<file path="config.mk">
export PLATFORM = sky130hd
export DESIGN_NAME = battery_level_smoother_top
export DESIGN_NICKNAME = d
export VERILOG_FILES = /design/src/bls_pkg.sv /design/src/bls_cfg.sv /design/src/bls_core.sv /design/src/battery_level_smoother_top.sv
export SDC_FILE = /design/constraint.sdc
export NUM_CORES = 1
export LEC_CHECK = 0
export BUFFER_PORTS_ARGS = -buffer_cell sky130_fd_sc_hd__buf_2
export CORE_ASPECT_RATIO = 2
export CORE_UTILIZATION = 65
export CTS_BUF_LIST = sky130_fd_sc_hd__clkbuf_4
export DETAILED_ROUTE_END_ITERATION = 12
export PLACE_DENSITY = 0.95
export SYNTH_ARGS = -nofsm -noshare
export SYNTH_HDL_FRONTEND = slang
export SYNTH_SLANG_ARGS = --single-unit
export TNS_END_PERCENT = 10
</file>
<file path="constraint.sdc">
create_clock -name i_clk -period 23.7 [get_ports i_clk]
set_clock_uncertainty 0.2 [all_clocks]
set_input_delay 2.37 -clock i_clk [delete_from_list [all_inputs] [get_ports i_clk]]
set_output_delay 2.37 -clock i_clk [all_outputs]
set_load 0.03 [all_outputs]
</file>
<file path="src/bls_pkg.sv">
// ----------------------------------------------------------------------------
// bls_pkg
// Shared types and constants for the battery level smoother.
// ----------------------------------------------------------------------------
`default_nettype none

package bls_pkg;

    // field widths
    localparam int LEVEL_IN_W = 9;
    localparam int PCT_W      = 7;
    localparam int ACC_W      = 11;
    localparam int TIME_W     = 32;
    localparam int CHG_W      = 2;
    localparam int STREAK_W   = 8;
    localparam int SHIFT_W    = 3;

    // stream payload widths, padded to whole bytes
    localparam int S_TDATA_W  = 48;
    localparam int M_TDATA_W  = 16;

    // apb register map
    localparam int PADDR_W    = 5;
    localparam int PDATA_W    = 32;
    localparam logic [2:0] REG_POLL_INTERVAL = 3'd0;
    localparam logic [2:0] REG_SMOOTH_SHIFT  = 3'd1;
    localparam logic [2:0] REG_HYSTERESIS    = 3'd2;
    localparam logic [2:0] REG_CONFIRM_POLLS = 3'd3;
    localparam logic [2:0] REG_LOW_PERCENT   = 3'd4;

    // charge report codes
    localparam logic [CHG_W-1:0] CHG_UNKNOWN     = 2'd0;
    localparam logic [CHG_W-1:0] CHG_CHARGING    = 2'd1;
    localparam logic [CHG_W-1:0] CHG_DISCHARGING = 2'd2;

    // input selector codes
    localparam logic ACT_POLL_CHECK = 1'b0;
    localparam logic ACT_READING    = 1'b1;

    localparam logic [PCT_W-1:0] PCT_MAX = 7'd100;

    // filter keeps sixteen times the level
    localparam int ACC_FRAC = 4;
    localparam logic [ACC_W-1:0] ACC_HALF = 11'd8;

    // register reset values
    localparam logic [TIME_W-1:0]   RST_POLL_INTERVAL = 32'd30000;
    localparam logic [SHIFT_W-1:0]  RST_SMOOTH_SHIFT  = 3'd2;
    localparam logic [PCT_W-1:0]    RST_HYSTERESIS    = 7'd2;
    localparam logic [STREAK_W-1:0] RST_CONFIRM_POLLS = 8'd3;
    localparam logic [PCT_W-1:0]    RST_LOW_PERCENT   = 7'd15;

    typedef struct packed {
        logic [TIME_W-1:0]   poll_interval_ms;
        logic [SHIFT_W-1:0]  smoothing_shift;
        logic [PCT_W-1:0]    hysteresis_percent;
        logic [STREAK_W-1:0] discharge_confirm_polls;
        logic [PCT_W-1:0]    low_percent;
    } t_cfg;

    typedef struct packed {
        logic                         action;
        logic signed [LEVEL_IN_W-1:0] reported_level;
        logic [CHG_W-1:0]             charge_report;
        logic [TIME_W-1:0]            now_ms;
    } t_item;

    typedef struct packed {
        logic             poll_due;
        logic             label_changed;
        logic             level_known;
        logic [PCT_W-1:0] shown_percent;
        logic             charging;
        logic             battery_low;
    } t_result;

endpackage

`default_nettype wire

</file>
<file path="src/bls_cfg.sv">
// ----------------------------------------------------------------------------
// bls_cfg
// APB register file holding the smoother settings.
// ----------------------------------------------------------------------------
`default_nettype none

module bls_cfg
    import bls_pkg::*;
(
    input  wire logic               i_clk,
    input  wire logic               i_rst_n,
    input  wire logic               psel,
    input  wire logic               penable,
    input  wire logic               pwrite,
    input  wire logic [PADDR_W-1:0] paddr,
    input  wire logic [PDATA_W-1:0] pwdata,
    output logic      [PDATA_W-1:0] prdata,
    output logic                    pready,
    output t_cfg                    o_cfg
);

    t_cfg       r_cfg;
    logic       w_wr;
    logic [2:0] w_idx;

    assign pready = 1'b1;
    assign w_wr   = psel & penable & pwrite & pready;
    assign w_idx  = paddr[PADDR_W-1:2];

    always_ff @(posedge i_clk) begin
        if (!i_rst_n) begin
            r_cfg.poll_interval_ms        <= RST_POLL_INTERVAL;
            r_cfg.smoothing_shift         <= RST_SMOOTH_SHIFT;
            r_cfg.hysteresis_percent      <= RST_HYSTERESIS;
            r_cfg.discharge_confirm_polls <= RST_CONFIRM_POLLS;
            r_cfg.low_percent             <= RST_LOW_PERCENT;
        end else if (w_wr) begin
            unique case (w_idx)
                REG_POLL_INTERVAL: r_cfg.poll_interval_ms        <= pwdata;
                REG_SMOOTH_SHIFT:  r_cfg.smoothing_shift         <= pwdata[SHIFT_W-1:0];
                REG_HYSTERESIS:    r_cfg.hysteresis_percent      <= pwdata[PCT_W-1:0];
                REG_CONFIRM_POLLS: r_cfg.discharge_confirm_polls <= pwdata[STREAK_W-1:0];
                REG_LOW_PERCENT:   r_cfg.low_percent             <= pwdata[PCT_W-1:0];
                default: ;
            endcase
        end
    end

    always_comb begin
        unique case (w_idx)
            REG_POLL_INTERVAL: prdata = r_cfg.poll_interval_ms;
            REG_SMOOTH_SHIFT:  prdata = {{(PDATA_W-SHIFT_W){1'b0}}, r_cfg.smoothing_shift};
            REG_HYSTERESIS:    prdata = {{(PDATA_W-PCT_W){1'b0}}, r_cfg.hysteresis_percent};
            REG_CONFIRM_POLLS: prdata = {{(PDATA_W-STREAK_W){1'b0}},
                                         r_cfg.discharge_confirm_polls};
            REG_LOW_PERCENT:   prdata = {{(PDATA_W-PCT_W){1'b0}}, r_cfg.low_percent};
            default:           prdata = '0;
        endcase
    end

    assign o_cfg = r_cfg;

endmodule

`default_nettype wire

</file>
<file path="src/bls_core.sv">
// ----------------------------------------------------------------------------
// bls_core
// Smoother state and the combinational next-state update for one item.
// ----------------------------------------------------------------------------
`default_nettype none

module bls_core
    import bls_pkg::*;
(
    input  wire logic i_clk,
    input  wire logic i_rst_n,
    input  wire logic i_en,
    input  t_item     i_item,
    input  t_cfg      i_cfg,
    output t_result   o_result
);

    logic                r_polled;
    logic [TIME_W-1:0]   r_last_poll;
    logic                r_acc_known;
    logic [ACC_W-1:0]    r_acc;
    logic                r_lvl_known;
    logic [PCT_W-1:0]    r_lvl;
    logic [CHG_W-1:0]    r_chg;
    logic [STREAK_W-1:0] r_streak;
    logic                r_label_valid;

    logic                n_acc_known;
    logic [ACC_W-1:0]    n_acc;
    logic                n_lvl_known;
    logic [PCT_W-1:0]    n_lvl;
    logic [CHG_W-1:0]    n_chg;
    logic [STREAK_W-1:0] n_streak;

    logic                w_is_read;
    logic                w_unknown;
    logic [PCT_W-1:0]    w_reading;
    logic [ACC_W-1:0]    w_seed;
    logic signed [12:0]  w_diff;
    logic signed [12:0]  w_bias;
    logic signed [12:0]  w_step;
    logic signed [12:0]  w_stepped;
    logic [ACC_W-1:0]    w_acc_upd;
    logic [ACC_W-1:0]    w_rounded;
    logic [PCT_W-1:0]    w_smoothed;
    logic signed [8:0]   w_delta;
    logic [8:0]          w_abs;
    logic                w_hold;
    logic [STREAK_W-1:0] w_streak_inc;
    logic [TIME_W-1:0]   w_elapsed;
    logic                w_poll_due;
    logic                w_changed;
    logic                w_chg_now;
    logic                w_known_out;
    logic [PCT_W-1:0]    w_lvl_out;
    logic [CHG_W-1:0]    w_chg_out;

    assign w_is_read = (i_item.action == ACT_READING);
    assign w_unknown = i_item.reported_level[LEVEL_IN_W-1];

    // clamp to full scale
    assign w_reading = (i_item.reported_level[7:0] > {1'b0, PCT_MAX}) ? PCT_MAX
                                                                       : i_item.reported_level[6:0];
    assign w_seed    = {w_reading, {ACC_FRAC{1'b0}}};

    // step toward the reading, divide truncating toward zero
    assign w_diff    = $signed({2'b00, w_seed}) - $signed({2'b00, r_acc});
    assign w_bias    = w_diff[12] ? $signed(~(13'h1FFF << i_cfg.smoothing_shift)) : 13'sd0;
    assign w_step    = (w_diff + w_bias) >>> i_cfg.smoothing_shift;
    assign w_stepped = $signed({2'b00, r_acc}) + w_step;
    assign w_acc_upd = r_acc_known ? w_stepped[ACC_W-1:0] : w_seed;

    assign w_rounded  = w_acc_upd + ACC_HALF;
    assign w_smoothed = w_rounded[ACC_W-1:ACC_FRAC];

    assign w_delta = $signed({2'b00, w_smoothed}) - $signed({2'b00, r_lvl});
    assign w_abs   = w_delta[8] ? 9'(-w_delta) : 9'(w_delta);
    assign w_hold  = r_lvl_known && (w_abs < {2'b00, i_cfg.hysteresis_percent});

    always_comb begin
        if (w_unknown) begin
            n_acc_known = 1'b0;
            n_acc       = '0;
            n_lvl_known = 1'b0;
            n_lvl       = '0;
        end else begin
            n_acc_known = 1'b1;
            n_acc       = w_acc_upd;
            n_lvl_known = 1'b1;
            n_lvl       = w_hold ? r_lvl : w_smoothed;
        end
    end

    assign w_streak_inc = r_streak + 8'd1;

    // leaving the charging state needs a streak of discharging reports
    always_comb begin
        n_chg    = r_chg;
        n_streak = r_streak;
        case (i_item.charge_report)
            CHG_CHARGING: begin
                n_chg    = CHG_CHARGING;
                n_streak = '0;
            end
            CHG_DISCHARGING: begin
                if (r_chg != CHG_CHARGING ||
                    w_streak_inc >= i_cfg.discharge_confirm_polls) begin
                    n_chg    = CHG_DISCHARGING;
                    n_streak = '0;
                end else begin
                    n_streak = w_streak_inc;
                end
            end
            default: ;
        endcase
    end

    assign w_elapsed  = i_item.now_ms - r_last_poll;
    assign w_poll_due = !r_polled || (w_elapsed >= i_cfg.poll_interval_ms);

    always_comb begin
        if (!r_label_valid || (r_lvl_known != n_lvl_known)) begin
            w_changed = 1'b1;
        end else if (n_lvl_known) begin
            w_changed = (r_lvl != n_lvl) ||
                        ((r_chg == CHG_CHARGING) != (n_chg == CHG_CHARGING));
        end else begin
            w_changed = 1'b0;
        end
    end

    assign w_known_out = w_is_read ? n_lvl_known : r_lvl_known;
    assign w_lvl_out   = w_is_read ? n_lvl : r_lvl;
    assign w_chg_out   = w_is_read ? n_chg : r_chg;
    assign w_chg_now   = (w_chg_out == CHG_CHARGING);

    always_comb begin
        o_result.poll_due      = w_is_read ? 1'b0 : w_poll_due;
        o_result.label_changed = w_is_read ? w_changed : 1'b0;
        o_result.level_known   = w_known_out;
        o_result.shown_percent = w_known_out ? w_lvl_out : '0;
        o_result.charging      = w_chg_now;
        o_result.battery_low   = w_known_out && !w_chg_now &&
                                 (w_lvl_out <= i_cfg.low_percent);
    end

    always_ff @(posedge i_clk) begin
        if (!i_rst_n) begin
            r_polled      <= 1'b0;
            r_last_poll   <= '0;
            r_acc_known   <= 1'b0;
            r_acc         <= '0;
            r_lvl_known   <= 1'b0;
            r_lvl         <= '0;
            r_chg         <= CHG_UNKNOWN;
            r_streak      <= '0;
            r_label_valid <= 1'b0;
        end else if (i_en && w_is_read) begin
            r_polled      <= 1'b1;
            r_last_poll   <= i_item.now_ms;
            r_acc_known   <= n_acc_known;
            r_acc         <= n_acc;
            r_lvl_known   <= n_lvl_known;
            r_lvl         <= n_lvl;
            r_chg         <= n_chg;
            r_streak      <= n_streak;
            r_label_valid <= 1'b1;
        end
    end

endmodule

`default_nettype wire

</file>
<file path="src/battery_level_smoother_top.sv">
// ----------------------------------------------------------------------------
// battery_level_smoother_top
// Battery level smoother with poll timing, filtering and charge debounce.
// ----------------------------------------------------------------------------
//  channel  | direction | handshake                   | payload
//  ---------+-----------+-----------------------------+--------------------------
//  s stream | in        | i_s_tvalid / o_s_tready     | i_s_tdata, i_s_tuser
//  m stream | out       | o_m_tvalid / i_m_tready     | o_m_tdata
//  apb      | in        | psel, penable, pwrite/pready| paddr, pwdata, prdata
//
//  one result per item; an item waits in the input register and is
//  evaluated and updates the state while it moves into the result register
//  an accepted item passes the input register, then the result register, to
//  o_m_tvalid; throughput one item per cycle while the sink takes results
//  a stall on the output stops the input register; up to two items are held
//  reset is synchronous, active low; config and core state come up at defaults
// ----------------------------------------------------------------------------
`default_nettype none

module battery_level_smoother_top
    import bls_pkg::*;
(
    input  wire logic                 i_clk,
    input  wire logic                 i_rst_n,
    input  wire logic                 i_s_tvalid,
    output logic                      o_s_tready,
    input  wire logic [S_TDATA_W-1:0] i_s_tdata,  // reported_level, charge_report, now_ms
    input  wire logic                 i_s_tuser,  // action
    output logic                      o_m_tvalid,
    input  wire logic                 i_m_tready,
    output logic      [M_TDATA_W-1:0] o_m_tdata,  // poll_due, label_changed, level_known,
                                                  // shown_percent, charging, battery_low
    input  wire logic                 psel,
    input  wire logic                 penable,
    input  wire logic                 pwrite,
    input  wire logic [PADDR_W-1:0]   paddr,
    input  wire logic [PDATA_W-1:0]   pwdata,
    output logic      [PDATA_W-1:0]   prdata,
    output logic                      pready
);

    t_cfg    w_cfg;
    t_item   r_in;
    logic    r_in_valid;
    t_result w_result;
    t_result r_out;
    logic    r_out_valid;
    logic    w_adv;
    logic    w_take;

    bls_cfg u_cfg (
        .i_clk   (i_clk),
        .i_rst_n (i_rst_n),
        .psel    (psel),
        .penable (penable),
        .pwrite  (pwrite),
        .paddr   (paddr),
        .pwdata  (pwdata),
        .prdata  (prdata),
        .pready  (pready),
        .o_cfg   (w_cfg)
    );

    assign w_adv      = r_in_valid && (!r_out_valid || i_m_tready);
    assign o_s_tready = !r_in_valid || w_adv;
    assign w_take     = i_s_tvalid && o_s_tready;

    always_ff @(posedge i_clk) begin
        if (!i_rst_n) begin
            r_in_valid <= 1'b0;
        end else if (w_take) begin
            r_in_valid <= 1'b1;
        end else if (w_adv) begin
            r_in_valid <= 1'b0;
        end
    end

    always_ff @(posedge i_clk) begin
        if (w_take) begin
            r_in.action         <= i_s_tuser;
            r_in.reported_level <= i_s_tdata[8:0];
            r_in.charge_report  <= i_s_tdata[10:9];
            r_in.now_ms         <= i_s_tdata[42:11];
        end
    end

    bls_core u_core (
        .i_clk    (i_clk),
        .i_rst_n  (i_rst_n),
        .i_en     (w_adv),
        .i_item   (r_in),
        .i_cfg    (w_cfg),
        .o_result (w_result)
    );

    always_ff @(posedge i_clk) begin
        if (!i_rst_n) begin
            r_out_valid <= 1'b0;
        end else if (w_adv) begin
            r_out_valid <= 1'b1;
        end else if (i_m_tready) begin
            r_out_valid <= 1'b0;
        end
    end

    always_ff @(posedge i_clk) begin
        if (w_adv) begin
            r_out <= w_result;
        end
    end

    assign o_m_tvalid = r_out_valid;
    assign o_m_tdata  = {4'b0000, r_out.battery_low, r_out.charging, r_out.shown_percent,
                         r_out.level_known, r_out.label_changed, r_out.poll_due};

endmodule

`default_nettype wire

</file>
======== Yosys cells after proc, flatten, opt, wreduce, memory -nomap -nowiden ========
Index checks and enable logic that the tools add are counted.
word-level totals
  bits in writable memories ............... 0
  memories kept ........................... 0
  bits in read-only memories .............. 0
  register bits after elaboration ......... 177
  latch bits .............................. 0
operators by class
  divide/modulo/power cells ............... 0
  equal/unequal tests ..................... 13
  order comparisons ....................... 5
  reductions and logical operators ........ 26
  shift-type cells ........................ 2
  multiply operators ...................... 0
  bitwise operators ....................... 3
  muxes and demuxes ....................... 22
  add/sub/neg operators ................... 8
operator list
  operator               count
  $pmux 32 s5            1
  $ge 32x32->1           1
  $sub 32x32->32         1
  $mux 7                 4
  $mux 11                2
  $pmux 8 s2             1
  $add 13x13->13         1
  $mux 13                1
  $not 13->13            1
  $shl 13x3->13 const A  1
  $sshr 13x3->11         1
  $reduce_and 2->1       6
  $sub 11x11->12         1
  $add 11x11->11         1
  $add 11x4->11 const B  1
  $lt 9x7->1             1
  $mux 9                 1
  $neg 9->9              1
  $add 8x1->8 const B    1
  $eq 2x1->1 const B     4
  $ge 8x8->1             1
  $gt 8x7->1 const B     1
  $mux 1                 8
  $mux 8                 1
  17 further kinds       36

======== Longest topological paths before layout ========
Gate-level depths: netlist of the first run.
  depth after elaboration ................. 20
  depth in mapped cells ................... 64
  depth with buffers taken out ............ 64

======== Modules after synthesis ========
From an unflattened synthesis of the first run, not the netlist that was laid out.
unflattened totals
  cells, all modules ...................... 1488
  area, all modules ....................... 12872.3 um^2
by module, submodules not included
  module                      cells an instance  times used  area an instance (um^2)  sequential area each (um^2)
  bls_core                    1116               1           8303.0                   1241.2
  bls_cfg                     302                1           2750.1                   1141.1
  battery_level_smoother_top  70                 1           1819.2                   1721.7

======== Worst setup path before layout of the first run ========
OpenSTA, ideal clock, no wires.
  kind .................................... reg2reg
  from .................................... register r_in[38] (netlist bit)
  to ...................................... register r_out (netlist bit o_m_tdata[11]), data pin
  arrival time ............................ 11322 ps
  library setup time ...................... 157 ps
  path slack .............................. 12022 ps
  clock period less this slack ............ 11678 ps
  stages on the path, launching flop included .. 64
  cells stage by stage .................... edfxtp_1 > o311a_4 > nor3b_1 > ha_1 > a21o_1 > maj3_4 > a211oi_1 > o41ai_4 > nor2_1 > ha_1 > inv_1 > fa_1 > nor2b_1 > o21ai_0 > a21boi_0 > o21ai_0 > a21boi_0 > o21ai_0 > [28 not listed] > o21a_1 > o21a_1 > o21ai_0 > nand3b_1 > a41o_1 > o21ai_1 > a22o_1 > ha_1 > nor2b_1 > o21ai_0 > nand2b_1 > a21oi_1 > nor2b_1 > o21ai_0 > nand2b_1 > a21oi_1 > a41oi_1 > nor3_1
RTL lines
  what                  RTL line                           text
  from (decl)           battery_level_smoother_top.sv:43   t_item r_in;
  to (signal assigned)  battery_level_smoother_top.sv:108  r_out <= w_result;
  to (decl)             battery_level_smoother_top.sv:46   t_result r_out;

==> run metrics, run 1 <==
CP Capture Point=o_m_tdata[11]; synth unique cells=75; Routed Antenna Nets=0; initial DRC count=599; Slew Limit Fails=0; Worst Path Required=23.91 ns; Initial Util=66.8%; Top FF cell, synth=dfxtp_1; Worst path slowest cell=nor3b_1; cell mode on critical path=o21ai_0; CP Launch Point=r_in[38]; mux contribution to synthesized area=4.02%; RSZ-0062 raised after global routing=no; post-CTS setup buffer count=0; clock latency at the later pin of the worst-skew pair=0.62 ns; Die X=99.2 um; simple-gate share of the synthesized area=18.7%; async set-reset flop share out of synthesis=0%; Compound-Gate Fraction of Synth Area=18.6%; drc violations=0; die area=0.0195 mm2; min cycle time layout=14.57 ns; cell with the most instances after synthesis=nand2_1; CTS root buffer=clkbuf_4; adder-cell area share of the yosys netlist=13.2%; Hold Path Class=flop to flop; Peak VDD IR=0.0816 mV; Total GRT Usage=33.7%; Arrival @ worst endpoint=14.78 ns; Core Region=0.0184 mm2; Reg clk slew, reported paths=0.15 ns; most frequent cells after synthesis=nand2_1, inv_1, dfxtp_1; top-area cell type share of the netlist area=19.7%; Crit path depth=63; first-pass GRT wire length=51.6 mm; final hold viol count=0; Lkg Pwr=0.00555 uW; final net count=1754; cell-internal power=465 uW; initial antenna violation count=1; Yosys top cell by area=dfxtp_1; crit-path max FO=8; CTS sink count=177; hold_buf cts=0; TritonCTS Buffers=17; vias per cell=6.19; wire length per cell=18.0 um; Rows=70; total gr overflow=0; Setup Total Neg Slack=0 ns; Pwr Density=50.5 mW/mm2; Switching Share=31.1%; largest net degree at the start of global routing=123; switching pwr=210 uW; largest family of logic cells by synthesized area=simple AND/OR/NAND/NOR gates; detailed-route via count=10900; final std cells w/o fill=1767; synthesized instance count=1436; placed insts=1734; Crit Path Class=flop to flop; FMAX=68.6 MHz; share of post-route cells with drive strength above 1=12.6%; reg-to-reg startpoint=r_in[38]; PortBufs=131; worst-case reg-to-reg path depth=63; RePlAce Congestion=0.906; Worst-Margin Slew=1.17 ns; r2r setup slk=9.13 ns; design area=0.0134 mm2; Worst slew margin=21.9%; sequential area share after synthesis=33.4%; post-DP HPWL=23.5 mm; placed cell areas=0.0130 mm2; WL final=31.8 mm; post-cts resize count=0; ranking of synthesized cells by area=dfxtp_1, edfxtp_1, ha_1; XOR/XNOR Fraction of Synth Area=6.09%; Syn Area/Cell=8.55 um2; Post-synth EDFFs=56; #FFs+latches synth=177; max capacitance violation total=0; CP bufs+invs=1; sequential share of power=48.9%; Comb power frac=23.5%; Setup crit end kind=flop; H-tree Lvls=4; Worst R2R End=o_m_tdata[11]; Clock power frac=27.6%; Ys Warns=0; Final Cycle Share=61.5%; Area Growth Syn to Fin=8.76%; drt first pass iters=5; IO Pins=144; Max stage delay on crit path=0.54 ns; TritonCTS clock tree=built; number of global-route vias before repair=11300; Hold Slack=0.279 ns; clk buf depth=2; Die Y=196 um; cell family with most CP delay=compound AO/OA/AOI/OAI gates; crit path launch type=flop; Final setup violation count=0; Synth Cell Area=0.0123 mm2; status=complete, no violations
-- worst min-delay path by stage --
stage	from	cells past startpoint	slack, ns	end
3_3_place_gp	u_core.r_chg[1]	2	0.25	u_core.r_chg[1]
2_1_floorplan	u_core.r_chg[1]	2	0.24	u_core.r_chg[1]
5_1_grt	u_core.r_last_poll[22]	2	0.30	u_core.r_last_poll[22]
6_report	u_core.r_last_poll[6]	2	0.28	u_core.r_last_poll[6]
4_1_cts	u_core.r_last_poll[6]	2	0.28	u_core.r_last_poll[6]
3_5_place_dp	u_core.r_last_poll[6]	2	0.26	u_core.r_last_poll[6]
-- final cells by class --
cell class	instances	area, um2
Antenna cell	1	2.50
Fill cell	1276	5040
Timing Repair Buffer	137	701
Clock buffer	17	128
Clock inverter	15	181
Sequential cell	177	4100
Inverter	133	499
Tap cell	216	270
Multi-Input combinational cell	1071	7470
-- kinds of logic (layout without fill, tap and decap cells) --
kind of cell,after synthesis,in the layout
AND/OR/NAND/NOR,472,472
AO/OA/AOI/OAI,337,337
buffers and inverters,191,302
flip-flops,177,177
adder cells (fa/ha/maj),127,127
XOR/XNOR,83,83
multiplexers,47,47
other,2,6
-- worst register-to-register path: cells and delay by family (launching register included) --
| kind | cells | cell delay, ns |
|---|---|---|
| AND/OR/NAND/NOR | 17 | 2.76 |
| XOR/XNOR | 3 | 0.80 |
| flip-flops | 1 | 0.47 |
| adder cells (fa/ha/maj) | 8 | 2.55 |
| AO/OA/AOI/OAI | 31 | 6.69 |
| buffers and inverters | 1 | 0.11 |
| multiplexers | 3 | 0.80 |
-- per-stage QoR --
step	setup slack (ns)	utilization, %	power [uW]
after floorplan	12.02	-	450
after global placement	10.12	70.9	482
after CTS	9.46	72.6	672
final	9.13	72.6	675
after global routing	8.32	72.6	703
after detailed placement	9.58	70.9	490
-- power by group through the flow --
stage	clock network [uW]	logic [uW]	registers, uW
global placement	0	146	336
floorplan	0	114	336
finish	186	159	330
global route	197	175	331
CTS	187	157	329
detailed placement	0	154	336
-- layout by cell type (no fill, tap or decap), drive strengths merged, types with 24 or more instances in the layout --
cell	n
o21ai	64
and2	43
dfxtp	121
ha	120
a21o	34
nand2	205
nor2b	57
buf	137
xnor2	58
mux2i	38
nor2	61
xor2	24
edfxtp	56
inv	137
a21oi	70
a21boi	69
-- routing by layer --
metal | wire length (um) | part of all wire, % | global-route usage [%] | up-vias
met5 | 0 | 0 | 0 | -
li1 | - | - | - | 5128
met2 | 16900 | 53 | 62.9 | 438
met1 | 10600 | 33 | 31.3 | 5167
met4 | 2740 | 8.6 | 28.7 | 0
met3 | 1590 | 5.0 | 5.43 | 198
-- state kept, by name, summed over array words and instances, names as in the netlist --
register              count
r_in_valid                1
o_m_tvalid                1
u_core.r_acc             11
u_core.r_lvl_known        1
r_in                     44
u_core.r_streak           8
o_m_tdata                12
u_cfg.o_cfg              57
u_core.r_last_poll       32
u_core.r_chg              2
u_core.r_label_valid      1
u_core.r_lvl              7
Power figures use the tool's default switching activity.
==> run 2: changes to the inputs <==
--- a/config.mk
+++ b/config.mk
@@ -7,10 +7,10 @@
 export LEC_CHECK = 0
 export BUFFER_PORTS_ARGS = -buffer_cell sky130_fd_sc_hd__buf_2
 export CORE_ASPECT_RATIO = 2
-export CORE_UTILIZATION = 65
+export CORE_UTILIZATION = 61
 export CTS_BUF_LIST = sky130_fd_sc_hd__clkbuf_4
 export DETAILED_ROUTE_END_ITERATION = 12
-export PLACE_DENSITY = 0.95
+export PLACE_DENSITY = 0.91
 export SYNTH_ARGS = -nofsm -noshare
 export SYNTH_HDL_FRONTEND = slang
 export SYNTH_SLANG_ARGS = --single-unit
==> constraint.sdc (replaced) <==
create_clock -name i_clk -period 14.72 [get_ports i_clk]
set_clock_uncertainty 0.2 [all_clocks]
set_input_delay 1.472 -clock i_clk [delete_from_list [all_inputs] [get_ports i_clk]]
set_output_delay 1.472 -clock i_clk [all_outputs]
set_load 0.03 [all_outputs]
==> run 2 against run 1 <==
Effect of this change:
- sequential power increased by 61%
- flip-flop and latch count unchanged
- sequential share of layout area decreased by 0.080 points
==> run metrics, run 2 (synthesis gave the netlist of run 1 again) <==
clk buf depth=2 (unchanged); clock latency at the later pin of the worst-skew pair=0.63 ns (about the same); Worst Path Required=15.00 ns (-8.91 ns); placed cell areas=0.0131 mm2 (+0.44%); CTS sink count=177 (unchanged); commonest non-fill, non-tap cells in the layout=nand2_1, inv_1, buf_2, dfxtp_1, ha_1; Die X=102 um (+3.2%); CTS root buffer=clkbuf_4; TritonCTS clock tree=built; wire length per cell=17.3 um (-4.0%); share of post-route cells with drive strength above 1=12.6% (+0.065 points); TritonCTS Buffers=17 (unchanged); worst-case reg-to-reg path depth=62 (-1.6%); Routed Antenna Nets=0 (unchanged); largest net degree at the start of global routing=123 (unchanged); final net count=1754 (unchanged); Initial Util=61.9% (-4.8 points); commonest non-fill, non-tap cell in the layout=nand2_1; initial antenna violation count=1 (unchanged); post-DP HPWL=23.4 mm (-0.49%); Worst-Margin Slew=1.23 ns (+0.0565 ns); Rows=73 (+4.3%); drt first pass iters=6 (+1); r2r setup slk=0.94 ns (-8.19 ns); Setup crit end kind=flop; Die Y=203 um (+3.2%); Pwr Density=79.2 mW/mm2 (+57%); Crit Path Class=flop to flop; design area=0.0134 mm2 (+0.26%); crit-path max FO=8 (unchanged); WL final=31.4 mm (-1.5%); Hold Path Class=flop to flop; fin util=67.6% (-5.1 points); Lkg Pwr=0.00554 uW (about the same); reg-to-reg startpoint=r_in[38]; Worst path slowest cell=a211oi_1; crit path launch type=flop; cell mode on critical path=o21ai_0; overall power=1060 uW (+57%); min cycle time layout=13.78 ns (-0.786 ns); max capacitance violation total=0 (unchanged); Area Growth Syn to Fin=9.05%; Final setup violation count=0 (unchanged); post-cts resize count=0 (unchanged); status=complete, no violations; Setup Total Neg Slack=0 ns (unchanged); Arrival @ worst endpoint=14.07 ns (-0.71 ns); Reg clk slew, reported paths=0.14 ns (about the same); Worst slew margin=18.2% (-3.8 points); Core Region=0.0198 mm2 (+7.8%); detailed-route via count=10800 (-1.3%); Total GRT Usage=31.7% (-2.1 points); Slew Limit Fails=0 (unchanged); Worst R2R End=o_m_tdata[11]; IO Pins=144 (unchanged); drc violations=0 (unchanged); PortBufs=131 (unchanged); vias per cell=5.95 (-3.8%); H-tree Lvls=4 (unchanged); RePlAce Congestion=0.919 (+1.5%); first-pass GRT wire length=50.4 mm (-2.3%); Hold Path Origin=u_core.r_last_poll[13]; die area=0.0207 mm2 (+6.5%); hold endpoint=u_core.r_last_poll[13]; Max stage delay on crit path=0.49 ns (-0.05 ns); initial DRC count=561 (-6.3%); number of global-route vias before repair=10900 (-3.3%); RSZ-0062 raised after global routing=no; hold_buf cts=0 (unchanged); max FFs per register=57 (unchanged); post-CTS setup buffer count=0 (unchanged); final hold viol count=0 (unchanged); FMAX=72.6 MHz (+5.7%); hold depth=2 (unchanged); Peak VDD IR=0.0767 mV (-6.0%); FILL cells=1523 (+19%); Final Cycle Share=93.6% (+32 points); total gr overflow=0 (unchanged)
## run 2: cell count changes in the layout (fill, tap and decap cells not counted), sizes merged
cell	before	now
clkbuf	17	23
inv	137	132
bufinv	3	2
## run 2: layer usage
layer	up-vias	GRT usage (%)	share of wire (%)	routed length, um
met3	165	5.85	5.5	1720
met5	-	0	0	0
met4	0	26.7	8.0	2520
met2	405	57.9	53	16600
li1	5131	-	-	-
met1	5084	29.0	34	10600
## run 2: worst max path at each step
| stage | from | endpoint | slack, ns |
|---|---|---|---|
| 6_report | r_in[38] | o_m_tdata[11] | 0.94 |
| 5_1_grt | r_in[38] | o_m_tdata[11] | 0.10 |
| 4_1_cts | r_in[38] | o_m_tdata[11] | 0.78 |
| 3_5_place_dp | r_in[38] | o_m_tdata[11] | 0.89 |
| 3_3_place_gp | r_in[38] | o_m_tdata[11] | 1.52 |
| 2_1_floorplan | r_in[38] | o_m_tdata[11] | 3.04 |
## run 2: critical path, delay by kind of cell (launching register included)
family / cells / cell delay, ns
buffers and inverters: 1 / 0.10
muxes: 3 / 0.77
AOI/OAI and AO/OA: 31 / 6.45
and+or+nand+nor: 16 / 2.49
xor gates and xnor gates: 4 / 0.88
DFF: 1 / 0.47
adders and majority gates: 7 / 2.27
## run 2: where the power goes
| group | internal [uW] | switching, uW | leakage (uW) |
|---|---|---|---|
| clock | 109 | 166 | 0.000148 |
| combinational | 108 | 146 | 0.00387 |
| sequential | 519 | 11.3 | 0.00152 |
| total | 737 | 323 | 0.00554 |
## run 2: cell type report
cell class | instances | area (um2) | share of cell area, %
Multi-Input combinational cell | 1071 | 7490 | 55.9
Sequential cell | 177 | 4100 | 30.7
Timing Repair Buffer | 137 | 701 | 5.23
Inverter | 133 | 499 | 3.73
Tap cell | 262 | 328 | 2.45
Clock buffer | 23 | 173 | 1.29
Clock inverter | 9 | 92.6 | 0.692
Antenna cell | 1 | 2.50 | 0.0187
## run 2: through the flow
| step | setup WS (ns) | std cells | hold WS (ns) |
|---|---|---|---|
| after floorplan | 3.04 | 1439 | 0.238 |
| after global placement | 1.52 | 1780 | 0.249 |
| after detailed placement | 0.885 | 1780 | 0.259 |
| after CTS | 0.779 | 1812 | 0.278 |
| after global routing | 0.103 | 1813 | 0.306 |
| final | 0.936 | 1813 | 0.276 |
